==> src/design/sll_pkg.sv <==
// Shared types and codes for the static linked list engine.
// No dependencies; imported by the top level.
package sll_pkg;

    localparam int VAL_W = 32;

    typedef logic [1:0]       kind_t;
    typedef logic [1:0]       status_t;
    typedef logic [VAL_W-1:0] value_t;

    localparam kind_t KIND_PUSH   = 2'd0;
    localparam kind_t KIND_INSERT = 2'd1;
    localparam kind_t KIND_DELETE = 2'd2;
    localparam kind_t KIND_DUMP   = 2'd3;

    localparam status_t ST_OK     = 2'd0;
    localparam status_t ST_FULL   = 2'd1;
    localparam status_t ST_BADPOS = 2'd2;
    localparam status_t ST_NONE   = 2'd3;

endpackage

==> src/design/sll_ram.sv <==
// Generic simple dual-port RAM: one write port, one read port with registered data.
// No dependencies.
module sll_ram #(
    parameter int WIDTH = 32,
    parameter int DEPTH = 64
) (
    input  logic                     clk,
    input  logic                     we,
    input  logic [$clog2(DEPTH)-1:0] waddr,
    input  logic [WIDTH-1:0]         wdata,
    input  logic                     re,
    input  logic [$clog2(DEPTH)-1:0] raddr,
    output logic [WIDTH-1:0]         rdata
);

    logic [WIDTH-1:0] mem [DEPTH];
    logic [WIDTH-1:0] rdata_reg;

    always_ff @(posedge clk)
    begin
        if (we)
        begin
            mem[waddr] <= wdata;
        end
        if (re)
        begin
            rdata_reg <= mem[raddr];
        end
    end

    assign rdata = rdata_reg;

endmodule

==> src/design/static_linked_list_engine.sv <==
// Top level of the static linked list engine: sequencer, head and fill registers.
// Depends on sll_pkg and on sll_ram for the value and link memories.

// Singly linked list of up to NODES nodes held in a value memory and a link memory,
// nodes handed out in insertion order. One input beat is one operation and the block
// takes no new beat until that operation has put its last result into the output
// register. Every link read goes through the single read port of the link memory,
// whose read data is registered, and a dump yields one beat per list element. Bad
// requests are answered with a status beat and change nothing. No clearing pass is
// needed after reset.
module static_linked_list_engine
    import sll_pkg::*;
#(
    parameter int NODES = 64
) (
    input  logic                             clk,
    input  logic                             rst_n,
    input  logic                             in_valid,
    output logic                             in_ready,
    input  kind_t                            kind,
    input  logic [$clog2(NODES+1)-1:0]       position,
    input  logic signed [VAL_W-1:0]          item_value,
    output logic                             out_valid,
    input  logic                             out_ready,
    output logic signed [VAL_W-1:0]          out_value,
    output status_t                          status,
    output logic                             last
);

    localparam int CW = $clog2(NODES + 1);   // node count, position, link incl. null
    localparam int IW = $clog2(NODES);       // memory index
    localparam logic [CW-1:0] NULL_LINK = CW'(NODES);
    localparam logic [CW-1:0] LAST_CNT  = CW'(NODES - 1);

    localparam logic [2:0] S_IDLE   = 3'd0;
    localparam logic [2:0] S_EXEC   = 3'd1;
    localparam logic [2:0] S_LINK1  = 3'd2;
    localparam logic [2:0] S_LINK2  = 3'd3;
    localparam logic [2:0] S_INS2   = 3'd4;
    localparam logic [2:0] S_DUMP   = 3'd5;
    localparam logic [2:0] S_RESULT = 3'd6;

    logic [2:0]    state_reg, state_next;
    kind_t         kind_reg, kind_next;
    logic [CW-1:0] pos_reg, pos_next;
    value_t        val_reg, val_next;
    logic [CW-1:0] head_reg, head_next;
    logic [CW-1:0] used_reg, used_next;
    logic [CW-1:0] cnt_reg, cnt_next;
    status_t       st_reg, st_next;

    logic          out_valid_reg, out_valid_next;
    value_t        out_value_reg, out_value_next;
    status_t       status_reg, status_next;
    logic          last_reg, last_next;

    logic          v_we, v_re;
    logic [IW-1:0] v_waddr, v_raddr;
    value_t        v_wdata, v_rdata;
    logic          l_we, l_re;
    logic [IW-1:0] l_waddr, l_raddr;
    logic [CW-1:0] l_wdata, l_rdata;

    logic          out_free;
    logic          full;
    logic          pos_bad;
    logic [IW-1:0] k_idx;
    logic          dump_fin;

    assign out_free = !out_valid_reg || out_ready;
    assign full     = (used_reg >= NULL_LINK);
    assign pos_bad  = (pos_reg > used_reg);
    assign k_idx    = IW'(pos_reg - CW'(1));
    assign dump_fin = (l_rdata >= NULL_LINK) || (cnt_reg == LAST_CNT);

    sll_ram #(.WIDTH(VAL_W), .DEPTH(NODES)) u_values (
        .clk   (clk),
        .we    (v_we),
        .waddr (v_waddr),
        .wdata (v_wdata),
        .re    (v_re),
        .raddr (v_raddr),
        .rdata (v_rdata)
    );

    sll_ram #(.WIDTH(CW), .DEPTH(NODES)) u_links (
        .clk   (clk),
        .we    (l_we),
        .waddr (l_waddr),
        .wdata (l_wdata),
        .re    (l_re),
        .raddr (l_raddr),
        .rdata (l_rdata)
    );

    always_comb
    begin
        state_next     = state_reg;
        kind_next      = kind_reg;
        pos_next       = pos_reg;
        val_next       = val_reg;
        head_next      = head_reg;
        used_next      = used_reg;
        cnt_next       = cnt_reg;
        st_next        = st_reg;
        out_valid_next = out_valid_reg && !out_ready;
        out_value_next = out_value_reg;
        status_next    = status_reg;
        last_next      = last_reg;

        v_we    = 1'b0;
        v_waddr = used_reg[IW-1:0];
        v_wdata = val_reg;
        v_re    = 1'b0;
        v_raddr = head_reg[IW-1:0];
        l_we    = 1'b0;
        l_waddr = used_reg[IW-1:0];
        l_wdata = head_reg;
        l_re    = 1'b0;
        l_raddr = k_idx;

        unique case (state_reg)
            S_IDLE:
            begin
                if (in_valid)
                begin
                    kind_next  = kind;
                    pos_next   = position;
                    val_next   = item_value;
                    state_next = S_EXEC;
                end
            end
            S_EXEC:
            begin
                state_next = S_RESULT;
                st_next    = ST_OK;
                case (kind_reg)
                    KIND_PUSH:
                    begin
                        if (full)
                        begin
                            st_next = ST_FULL;
                        end
                        else
                        begin
                            v_we      = 1'b1;
                            l_we      = 1'b1;
                            head_next = used_reg;
                            used_next = used_reg + CW'(1);
                        end
                    end
                    KIND_INSERT:
                    begin
                        if (pos_reg == '0 || pos_bad)
                        begin
                            st_next = ST_BADPOS;
                        end
                        else if (full)
                        begin
                            st_next = ST_FULL;
                        end
                        else
                        begin
                            l_re       = 1'b1;
                            state_next = S_LINK1;
                        end
                    end
                    KIND_DELETE:
                    begin
                        if (pos_reg == '0)
                        begin
                            if (head_reg >= NULL_LINK)
                            begin
                                st_next = ST_NONE;
                            end
                            else
                            begin
                                l_re       = 1'b1;
                                l_raddr    = head_reg[IW-1:0];
                                state_next = S_LINK1;
                            end
                        end
                        else if (pos_bad)
                        begin
                            st_next = ST_BADPOS;
                        end
                        else
                        begin
                            l_re       = 1'b1;
                            state_next = S_LINK1;
                        end
                    end
                    default:
                    begin
                        // dump: empty list answers with a single status beat
                        if (head_reg >= NULL_LINK)
                        begin
                            st_next = ST_NONE;
                        end
                        else
                        begin
                            v_re       = 1'b1;
                            l_re       = 1'b1;
                            l_raddr    = head_reg[IW-1:0];
                            cnt_next   = '0;
                            state_next = S_DUMP;
                        end
                    end
                endcase
            end
            S_LINK1:
            begin
                if (kind_reg == KIND_INSERT)
                begin
                    // new node takes over the old successor of node k
                    v_we       = 1'b1;
                    l_we       = 1'b1;
                    l_wdata    = l_rdata;
                    state_next = S_INS2;
                end
                else if (pos_reg == '0)
                begin
                    head_next  = l_rdata;
                    state_next = S_RESULT;
                end
                else if (l_rdata >= NULL_LINK)
                begin
                    st_next    = ST_NONE;
                    state_next = S_RESULT;
                end
                else
                begin
                    l_re       = 1'b1;
                    l_raddr    = l_rdata[IW-1:0];
                    state_next = S_LINK2;
                end
            end
            S_LINK2:
            begin
                l_we       = 1'b1;
                l_waddr    = k_idx;
                l_wdata    = l_rdata;
                state_next = S_RESULT;
            end
            S_INS2:
            begin
                l_we       = 1'b1;
                l_waddr    = k_idx;
                l_wdata    = used_reg;
                used_next  = used_reg + CW'(1);
                state_next = S_RESULT;
            end
            S_DUMP:
            begin
                // memory data hold while the output side stalls
                if (out_free)
                begin
                    out_valid_next = 1'b1;
                    out_value_next = v_rdata;
                    status_next    = ST_OK;
                    last_next      = dump_fin;
                    cnt_next       = cnt_reg + CW'(1);
                    if (dump_fin)
                    begin
                        state_next = S_IDLE;
                    end
                    else
                    begin
                        v_re    = 1'b1;
                        v_raddr = l_rdata[IW-1:0];
                        l_re    = 1'b1;
                        l_raddr = l_rdata[IW-1:0];
                    end
                end
            end
            S_RESULT:
            begin
                if (out_free)
                begin
                    out_valid_next = 1'b1;
                    out_value_next = '0;
                    status_next    = st_reg;
                    last_next      = 1'b1;
                    state_next     = S_IDLE;
                end
            end
            default:
            begin
                state_next = S_IDLE;
            end
        endcase
    end

    always_ff @(posedge clk or negedge rst_n)
    begin
        if (!rst_n)
        begin
            state_reg     <= S_IDLE;
            head_reg      <= NULL_LINK;
            used_reg      <= '0;
            out_valid_reg <= 1'b0;
        end
        else
        begin
            state_reg     <= state_next;
            head_reg      <= head_next;
            used_reg      <= used_next;
            out_valid_reg <= out_valid_next;
        end
    end

    always_ff @(posedge clk)
    begin
        kind_reg      <= kind_next;
        pos_reg       <= pos_next;
        val_reg       <= val_next;
        cnt_reg       <= cnt_next;
        st_reg        <= st_next;
        out_value_reg <= out_value_next;
        status_reg    <= status_next;
        last_reg      <= last_next;
    end

    assign in_ready  = (state_reg == S_IDLE);
    assign out_valid = out_valid_reg;
    assign out_value = out_value_reg;
    assign status    = status_reg;
    assign last      = last_reg;

`ifndef SYNTHESIS
    a_used_bound: assert property (@(posedge clk) disable iff (!rst_n)
        used_reg <= NULL_LINK)
        else $error("node count above capacity");

    a_head_alloc: assert property (@(posedge clk) disable iff (!rst_n)
        head_reg == NULL_LINK || head_reg < used_reg)
        else $error("head points at an unallocated node");

    a_dump_len: assert property (@(posedge clk) disable iff (!rst_n)
        state_reg == S_DUMP |-> cnt_reg < used_reg)
        else $error("dump walked more nodes than allocated");

    a_mid_beat_ok: assert property (@(posedge clk) disable iff (!rst_n)
        out_valid && !last |-> status == ST_OK)
        else $error("non-final beat carries an error status");

    a_fill_step: assert property (@(posedge clk) disable iff (!rst_n)
        used_reg != $past(used_reg) |-> $past(state_reg) == S_EXEC
            || $past(state_reg) == S_INS2)
        else $error("node count changed outside an allocation step");
`endif

endmodule

==> config.mk <==
export PLATFORM = sky130hd
export DESIGN_NAME = static_linked_list_engine
export DESIGN_NICKNAME = d
export VERILOG_FILES = /design/src/design/sll_pkg.sv /design/src/design/sll_ram.sv /design/src/design/static_linked_list_engine.sv
export SDC_FILE = /design/constraint.sdc
export NUM_CORES = 2
export LEC_CHECK = 0
export CAP_MARGIN = 10
export CORE_MARGIN = 3
export CORE_UTILIZATION = 54
export CTS_CLUSTER_DIAMETER = 40
export CTS_CLUSTER_SIZE = 16
export DETAILED_ROUTE_END_ITERATION = 10
export DONT_BUFFER_PORTS = 1
export PLACE_DENSITY = 0.72
export SYNTH_ARGS = -nofsm -noshare
export SYNTH_HDL_FRONTEND = slang
export SYNTH_SLANG_ARGS = --single-unit
export TNS_END_PERCENT = 10
==> constraint.sdc <==
create_clock -name clk -period 4.07 [get_ports clk]
set_clock_uncertainty 0.1 [all_clocks]
set_input_delay 0.814 -clock clk [delete_from_list [all_inputs] [get_ports clk]]
set_output_delay 0.814 -clock clk [all_outputs]
set_load 0.1 [all_outputs]
## After elaboration in Yosys (flattened, before gate mapping)

Memory sizes are Yosys's and may differ from the RTL's. A register that Yosys moved wholly into a read port is not among the register bits.
Index checks and enable logic that the tools add are counted.

- Register bits: 103
- Bits in writable memories: 2496
- Memories: 2

Memories:

| name | depth | bits a word | rd ports | clocked after Yosys merged registers in | wr ports | line | RTL |
|---|---|---|---|---|---|---|---|
| u_values.mem | 64 | 32 | 1 | 1 | 1 | sll_ram.sv:16 | `logic [WIDTH-1:0] mem [DEPTH];` |
| u_links.mem | 64 | 7 | 1 | 1 | 1 | sll_ram.sv:16 |  |

- Add/sub/neg operators: 3
- Order comparisons: 4
- Equal/unequal tests: 21
- Mux-type cells: 85
- Reduce and logical (&&, ||, !) cells: 24

Operators with widths:

| cell | count |
|---|---|
| two-way mux 7 bit | 10 |
| two-way mux 6 bit | 11 |
| two-way mux 32 bit | 2 |
| case mux 32 bit (2 select lines) | 1 |
| case mux 7 bit (2 select lines) | 3 |
| two-way mux 3 bit | 12 |
| inequality test 2 bit, second input constant | 12 |
| two-way mux 1 bit | 22 |
| >= comparator 7 bit, second input constant | 3 |
| case mux 7 bit (3 select lines) | 1 |
| two-way mux 2 bit | 10 |
| case mux 3 bit (6 select lines) | 1 |
| case mux 6 bit (3 select lines) | 1 |
| adder 7 x 1 -> 7 bit, second input constant | 2 |
| case mux 6 bit (2 select lines) | 1 |
| AND reduction 4 bit | 3 |
| equality test 3 bit, second input constant | 3 |
| case mux 1 bit (3 select lines) | 3 |
| case mux 3 bit (3 select lines) | 1 |
| case mux 2 bit (2 select lines) | 2 |
| nonzero test 2 bit | 4 |
| equality test 7 x 6 -> 1 bit, second input constant | 1 |
| > comparator 7 bit | 1 |
| zero test 7 bit | 1 |
| other kinds (17) | 26 |

## Depth between registers and ports, before layout

- Depth in word-level cells: 6
- Depth in mapped cells: 17
- Depth with buffers taken out: 12

## Hierarchy

A second synthesis with hierarchy kept.

- Cell total of the unflattened synthesis: 4568
- Area total of the unflattened synthesis: 101511.1 um2

Modules (own cells, without submodules):

| module | times used | cells an instance | area an instance (um2) | seq. area each (um2) |
|---|---|---|---|---|
| sll_ram at u_values | 1 | 3324 | 78835.6 | 62459.9 |
| sll_ram at u_links | 1 | 837 | 17743.3 | 13663.1 |
| static_linked_list_engine | 1 | 407 | 4932.2 | 3004.1 |

## Worst setup path after synthesis

Ideal clock, no wire load.

- Path type: reg2reg
- Start: reg state_reg[1]
- End: reg kind_reg[0] (enable)
- Library setup time: 0.402 ns
- Arrival: 4.047 ns
- Data required time: 3.568 ns
- Slack: -0.479 ns
- Stages on the path, launching flop included: 5
- Path buffers: 2
- Clock period less this slack: 4.549 ns
- Path through: dfrtp_1 buf_2 clkbuf_1 nor3_1 and2_1

- Cells in the longest elaborated chain, start to end: 2

Ends and longest elaborated chain:

| element | line | RTL |
|---|---|---|
| start, declared | static_linked_list_engine.sv:43 | `logic [2:0] state_reg, state_next;` |
| start signal, assigned | static_linked_list_engine.sv:305 | `state_reg <= state_next;` |
| zero test 3 bit | -- |  |
| via in_ready | static_linked_list_engine.sv:19 | `output logic in_ready,` |
| AND reduction 2 bit (no line) | -- |  |
| end signal, assigned | static_linked_list_engine.sv:314 | `kind_reg <= kind_next;` |
| end, declared | static_linked_list_engine.sv:44 | `kind_t kind_reg, kind_next;` |

The timed path passes the listed nets, and every way through them passes these cells.
A chain may end at the register's enable or synchronous reset.

## Worst setup path in the final report

- Start: reg cnt_reg[0]
- End: reg u_values.rdata_reg[2], in the netlist u_values.rdata[2] (read register of u_values.mem) (data pin)

- Cells in the longest elaborated chain, start to end: 5
- Elaborated cells on any way between the ends: 8
- Those cells by class: eq/ne: 1; mux: 6; reduce/logical: 1

Ends and longest elaborated chain:

| element | line | RTL |
|---|---|---|
| start, declared | static_linked_list_engine.sv:49 | `logic [CW-1:0] cnt_reg, cnt_next;` |
| start signal, assigned | static_linked_list_engine.sv:317 | `cnt_reg <= cnt_next;` |
| equality test 7 x 6 -> 1 bit * | static_linked_list_engine.sv:74 | `assign dump_fin = (l_rdata >= NULL_LINK) \|\| (cnt_reg == LAST_CNT);` |
| logical OR 1 bit * | static_linked_list_engine.sv:74 |  |
| two-way mux 1 bit / two-way mux 6 bit (equally long branches) | static_linked_list_engine.sv:263 | `if (dump_fin)` |
| two-way mux 1 bit / two-way mux 6 bit (equally long branches) | static_linked_list_engine.sv:256 | `if (out_free)` |
| case mux 1 bit (2 select lines) / two-way mux 6 bit (equally long branches) | static_linked_list_engine.sv:122 | `unique case (state_reg)` |
| end, declared | sll_ram.sv:17 | `logic [WIDTH-1:0] rdata_reg;` |

Every way passes the cells marked *; elsewhere a longest branch is shown, timed or not.

==> results_dict.tcl <==
set metrics [dict create \
    pin_count_of_the_biggest_net_entering_global_routing 72 \
    detail_route.wirelength_um 300000 \
    core-area_um2 193000 \
    yosys_warnings 0 \
    synth.distinct_cells 72 \
    htree_num_levels 5 \
    finalWorstSetupSlack_ns -0.0407 \
    finalHoldViolations 0 \
    via_count_of_the_first_global_routing_pass 67700 \
    report.final.slew_viol_count 0 \
    post_drt_wl_per_cell_um 26.9 \
    min_cycle_time_layout_ns 4.11 \
    drv_cap 0 \
    final_layout_size_suffix_gt1_share_pct 16.3 \
    insertion_delay_ns 0.95 \
    placed_area_um2 112000 \
    failed_checks "setup timing" \
    hp-class "input port to flop" \
    routabilityCongestion 0.933 \
    power.share.switching_pct 36.8 \
    detail-route-antenna-nets 0 \
    net-switching-power_mw 37.4 \
    finalCritPeriodShare_pct 101 \
    clk_pin_slew_worst_paths_ns 0.06 \
    fmaxAchievable_ghz 0.243 \
    largest-register "u_values.mem" \
    power.density_cell_area_nw_per_um2 809 \
    cts_num_sinks 2638 \
    worst_tran_pin_value_ns 1.38 \
    grt_remaining_overflow 0 \
    drc_violations_left 0 \
    synth_edf_count 2620 \
    cts_tree "yes" \
    cts_inserted_buffers 343 \
    die_x_um 447 \
    setup_viol 1 \
    power_report.internal_total_mw 64.3 \
    layout.nets 8388 \
    initial_antenna_violation_count 33 \
    cts_root_buf "sky130_fd_sc_hd__clkbuf_16" \
    detailedRoute.firstPassIterationCount 6 \
    vias_per_cell 6.34 \
    totalNegativeSetupSlack_ns -0.0407 \
    reg2reg_to "u_values.rdata[2]" \
    num_io_pins 82 \
    reg2reg_from "cnt_reg[0]" \
    combPwrFrac_pct 36.5 \
    clockBufferDepth 4 \
    hpwlAfterDp_um 169000 \
    worst-r2r-cell-count 16 \
    synth_sequential_area_ratio_pct 75.4 \
    ys_ff_latch 2638 \
    setup.worst_path.class "flop to flop" \
    syn_area_um2 105000 \
    outcome "complete, but fails checks" \
    worst_hold_startpoint "out_ready" \
    grt_setup_unrepaired "yes" \
    timing.max_slew.rel_slack_pct 8.30 \
    max-vdd-ir-drop_v 0.000640 \
    worst_setup_path_start_kind "flop" \
    worst-r2r-setup-slack_ns -0.04 \
    avgSynthCellArea_um2 13.5 \
    track_usage_pct 29.1 \
    area_growth_pct 19.8 \
    syn_nets 7844 \
    layout.cell_area.non_filler_um2 126000 \
    grt_first_pass_wirelength_um 432000 \
    crit_fanout 8 \
    ys_dominant_reg_cell "sky130_fd_sc_hd__edfxtp_1" \
    hold_path_depth 2 \
    synth_cells 7788 \
    holdPathEnd "out_valid" \
    worstPathRequired_ns 4.65 \
    cp_capture_type "flop" \
    share_of_power_burned_in_registers_pct 33.7 \
    layout_top_registers "u_values.mem: 2048 flops, u_links.mem: 448 flops" \
    die_footprint_um2 200000 \
    final_util_pct 65.2 \
    total_power_mw 102 \
    via_count 70700 \
    pwr-share-clk_pct 29.8 \
    static-leakage-power_nw 44.0 \
    placementRows 161 \
    critical_path_at_ns 4.69 \
    initial_utilization_pct 54.4 \
    numPortBuffers 0 \
    largest_register_ff_count 2048 \
    die_y_um 447 \
    drt_iter0_markers 9665 \
    async_flop_share_pct 0.682 \
]
-- worst max path at each step --
stage / depth (start not counted) / to / startpoint / slack [ns]
2_1_floorplan: 13 / u_values.rdata[30] / out_valid / 0.22
3_3_place_gp: 13 / u_values.rdata[20] / out_ready / -0.22
3_5_place_dp: 14 / u_values.rdata[19] / out_ready / -0.29
4_1_cts: 14 / u_values.rdata[6] / cnt_reg[0] / 0.0003
5_1_grt: 16 / u_values.rdata[2] / cnt_reg[0] / -0.13
6_report: 16 / u_values.rdata[2] / cnt_reg[0] / -0.04
-- per-stage QoR --
step                      hold slack, ns  worst slack, ns  cells
after CTS                         0.0355         0.000265  11100
after global placement             0.414           -0.218  10400
after global routing              0.0702           -0.128  11100
final                             0.0971          -0.0407  11200
after detailed placement           0.423           -0.290  10400
after floorplan                    0.397            0.215   7788
-- cells by family (layout without fill, tap and decap cells) --
group	Yosys count	in the layout	synth area share, %
AND/OR/NAND/NOR	3619	3619	14.8
flip-flops	2638	2638	75.4
AO/OA/AOI/OAI	877	879	6.05
buffers and inverters	529	1332	2.54
multiplexers	100	100	0.966
XOR/XNOR	14	14	0.117
adder cells (fa/ha/maj)	11	11	0.131
other	0	35	0
-- power by group through the flow --
stage                     combinational (mW)  sequential, mW  clock (mW)
after floorplan                         19.2            35.0           0
after global placement                  33.3            34.8           0
after detailed placement                34.1            34.8           0
after CTS                               34.9            34.3        30.4
after global routing                    39.2            34.3        31.6
final                                   37.1            34.3        30.3
-- cell usage after synthesis, types with 3 or more instances --
cell	instances	area share, %
sky130_fd_sc_hd__o221ai_1	3	0.025
sky130_fd_sc_hd__buf_2	161	0.77
sky130_fd_sc_hd__mux2i_1	96	0.92
sky130_fd_sc_hd__o31ai_1	4	0.029
sky130_fd_sc_hd__xor2_1	4	0.033
sky130_fd_sc_hd__buf_1	22	0.079
sky130_fd_sc_hd__clkbuf_1	248	0.89
sky130_fd_sc_hd__a21oi_1	45	0.21
sky130_fd_sc_hd__and3_1	309	1.8
sky130_fd_sc_hd__nand3_1	556	2.7
sky130_fd_sc_hd__a2111oi_0	9	0.075
sky130_fd_sc_hd__a311oi_1	269	2.2
sky130_fd_sc_hd__buf_4	31	0.22
sky130_fd_sc_hd__a32o_1	6	0.057
sky130_fd_sc_hd__a31oi_1	283	1.7
sky130_fd_sc_hd__o21ai_1	6	0.029
sky130_fd_sc_hd__nand2_1	2412	8.6
sky130_fd_sc_hd__inv_1	19	0.068
sky130_fd_sc_hd__o22a_1	7	0.058
sky130_fd_sc_hd__dfrtp_1	17	0.41
sky130_fd_sc_hd__o21a_1	7	0.050
sky130_fd_sc_hd__ha_1	11	0.13
sky130_fd_sc_hd__o21ai_0	32	0.15
sky130_fd_sc_hd__nor3b_1	4	0.029
sky130_fd_sc_hd__nor2b_1	7	0.042
sky130_fd_sc_hd__nand3b_1	4	0.029
sky130_fd_sc_hd__o22ai_1	136	0.81
sky130_fd_sc_hd__edfxtp_1	2620	75
sky130_fd_sc_hd__xnor2_1	10	0.083
sky130_fd_sc_hd__nor3_1	30	0.14
sky130_fd_sc_hd__a21o_1	6	0.043
sky130_fd_sc_hd__and2_1	38	0.23
sky130_fd_sc_hd__or2_2	3	0.018
sky130_fd_sc_hd__or4_1	34	0.24
sky130_fd_sc_hd__a222oi_1	7	0.067
sky130_fd_sc_hd__a211o_1	5	0.042
sky130_fd_sc_hd__nand4_1	12	0.072
sky130_fd_sc_hd__a32oi_1	27	0.23
sky130_fd_sc_hd__nor2_1	182	0.65
sky130_fd_sc_hd__buf_6	47	0.50
sky130_fd_sc_hd__or3_1	8	0.048
sky130_fd_sc_hd__nand2b_1	7	0.042
sky130_fd_sc_hd__a211oi_1	3	0.021
sky130_fd_sc_hd__a221oi_1	6	0.050
-- timing repair --
| item | in CTS | in global routing |
|---|---|---|
| hold buffers | 43 | 0 |
| endpoints found under the setup margin | 37 | 39 |
| pin swaps | 2 | 24 |
| buffers inserted | 6 | 32 |
| cloned | 1 | 14 |
| endpoints found under the hold margin | 60 | 0 |
| resized for setup | 34 | 75 |
-- worst max-delay path, cell delays in order, from the launching register on --
cell,delay (ns)
sky130_fd_sc_hd__edfxtp_1,0.40
sky130_fd_sc_hd__ha_2,0.19
sky130_fd_sc_hd__and4_4,0.19
sky130_fd_sc_hd__a211o_1,0.29
sky130_fd_sc_hd__or2_4,0.30
sky130_fd_sc_hd__buf_12,0.15
sky130_fd_sc_hd__mux2i_4,0.37
sky130_fd_sc_hd__buf_12,0.25
sky130_fd_sc_hd__buf_16,0.17
sky130_fd_sc_hd__buf_12,0.13
sky130_fd_sc_hd__buf_6,0.12
sky130_fd_sc_hd__buf_4,0.12
sky130_fd_sc_hd__nand3_1,0.11
sky130_fd_sc_hd__a31oi_2,0.29
sky130_fd_sc_hd__buf_4,0.16
sky130_fd_sc_hd__o22ai_1,0.07
sky130_fd_sc_hd__or4_1,0.47
-- per-layer routing --
| metal | vias to the layer above | wire length [um] | global-route usage (%) |
|---|---|---|---|
| met1 | 34800 | 108000 | 38.9 |
| met4 | 10 | 16300 | 14.9 |
| li1 | 30200 | - | - |
| met2 | 4852 | 139000 | 45.4 |
| met5 | - | 66 | 0 |
| met3 | 788 | 36000 | 6.25 |
-- cell type report --
cell class | count | area, um^2
sequential | 2638 | 79100
fill | 12800 | 67100
multi-input combinational | 4623 | 24200
clock buffer | 364 | 8800
timing repair buffer | 707 | 7480
tap | 2526 | 3160
clock inverter | 242 | 2740
antenna | 35 | 87.6
inverter | 19 | 71.3
-- cell usage in the layout, fill, tap and decap left out, types with 8 or more instances in the layout --
master,netlist,final
sky130_fd_sc_hd__edfxtp_1,2620,2620
sky130_fd_sc_hd__nand2_1,2412,2406
sky130_fd_sc_hd__nand3_1,556,556
sky130_fd_sc_hd__buf_4,31,502
sky130_fd_sc_hd__clkbuf_16,0,362
sky130_fd_sc_hd__and3_1,309,303
sky130_fd_sc_hd__a31oi_1,283,268
sky130_fd_sc_hd__a311oi_1,269,266
sky130_fd_sc_hd__buf_12,0,133
sky130_fd_sc_hd__nor2_1,182,114
sky130_fd_sc_hd__o22ai_1,136,114
sky130_fd_sc_hd__mux2i_1,96,90
sky130_fd_sc_hd__nor2_4,0,68
sky130_fd_sc_hd__inv_6,0,49
sky130_fd_sc_hd__a21oi_1,45,44
sky130_fd_sc_hd__dlygate4sd3_1,0,43
sky130_fd_sc_hd__and2_1,38,36
sky130_fd_sc_hd__clkinv_4,0,36
sky130_fd_sc_hd__diode_2,0,35
sky130_fd_sc_hd__clkinv_1,0,33
sky130_fd_sc_hd__or4_1,34,33
sky130_fd_sc_hd__clkinvlp_4,0,33
sky130_fd_sc_hd__bufinv_16,0,31
sky130_fd_sc_hd__o21ai_0,32,30
sky130_fd_sc_hd__inv_8,0,30
sky130_fd_sc_hd__a32oi_1,27,27
sky130_fd_sc_hd__nor3_1,30,26
sky130_fd_sc_hd__o22ai_2,0,20
sky130_fd_sc_hd__clkinv_2,0,19
sky130_fd_sc_hd__dfrtp_1,17,17
sky130_fd_sc_hd__clkinv_8,0,14
sky130_fd_sc_hd__clkbuf_1,248,14
sky130_fd_sc_hd__inv_1,19,13
sky130_fd_sc_hd__nand4_1,12,12
sky130_fd_sc_hd__a31oi_2,0,11
sky130_fd_sc_hd__xnor2_1,10,10
sky130_fd_sc_hd__ha_1,11,10
sky130_fd_sc_hd__or3_1,8,8
sky130_fd_sc_hd__buf_6,47,8
No activity file was read; power rests on OpenSTA's default activity.
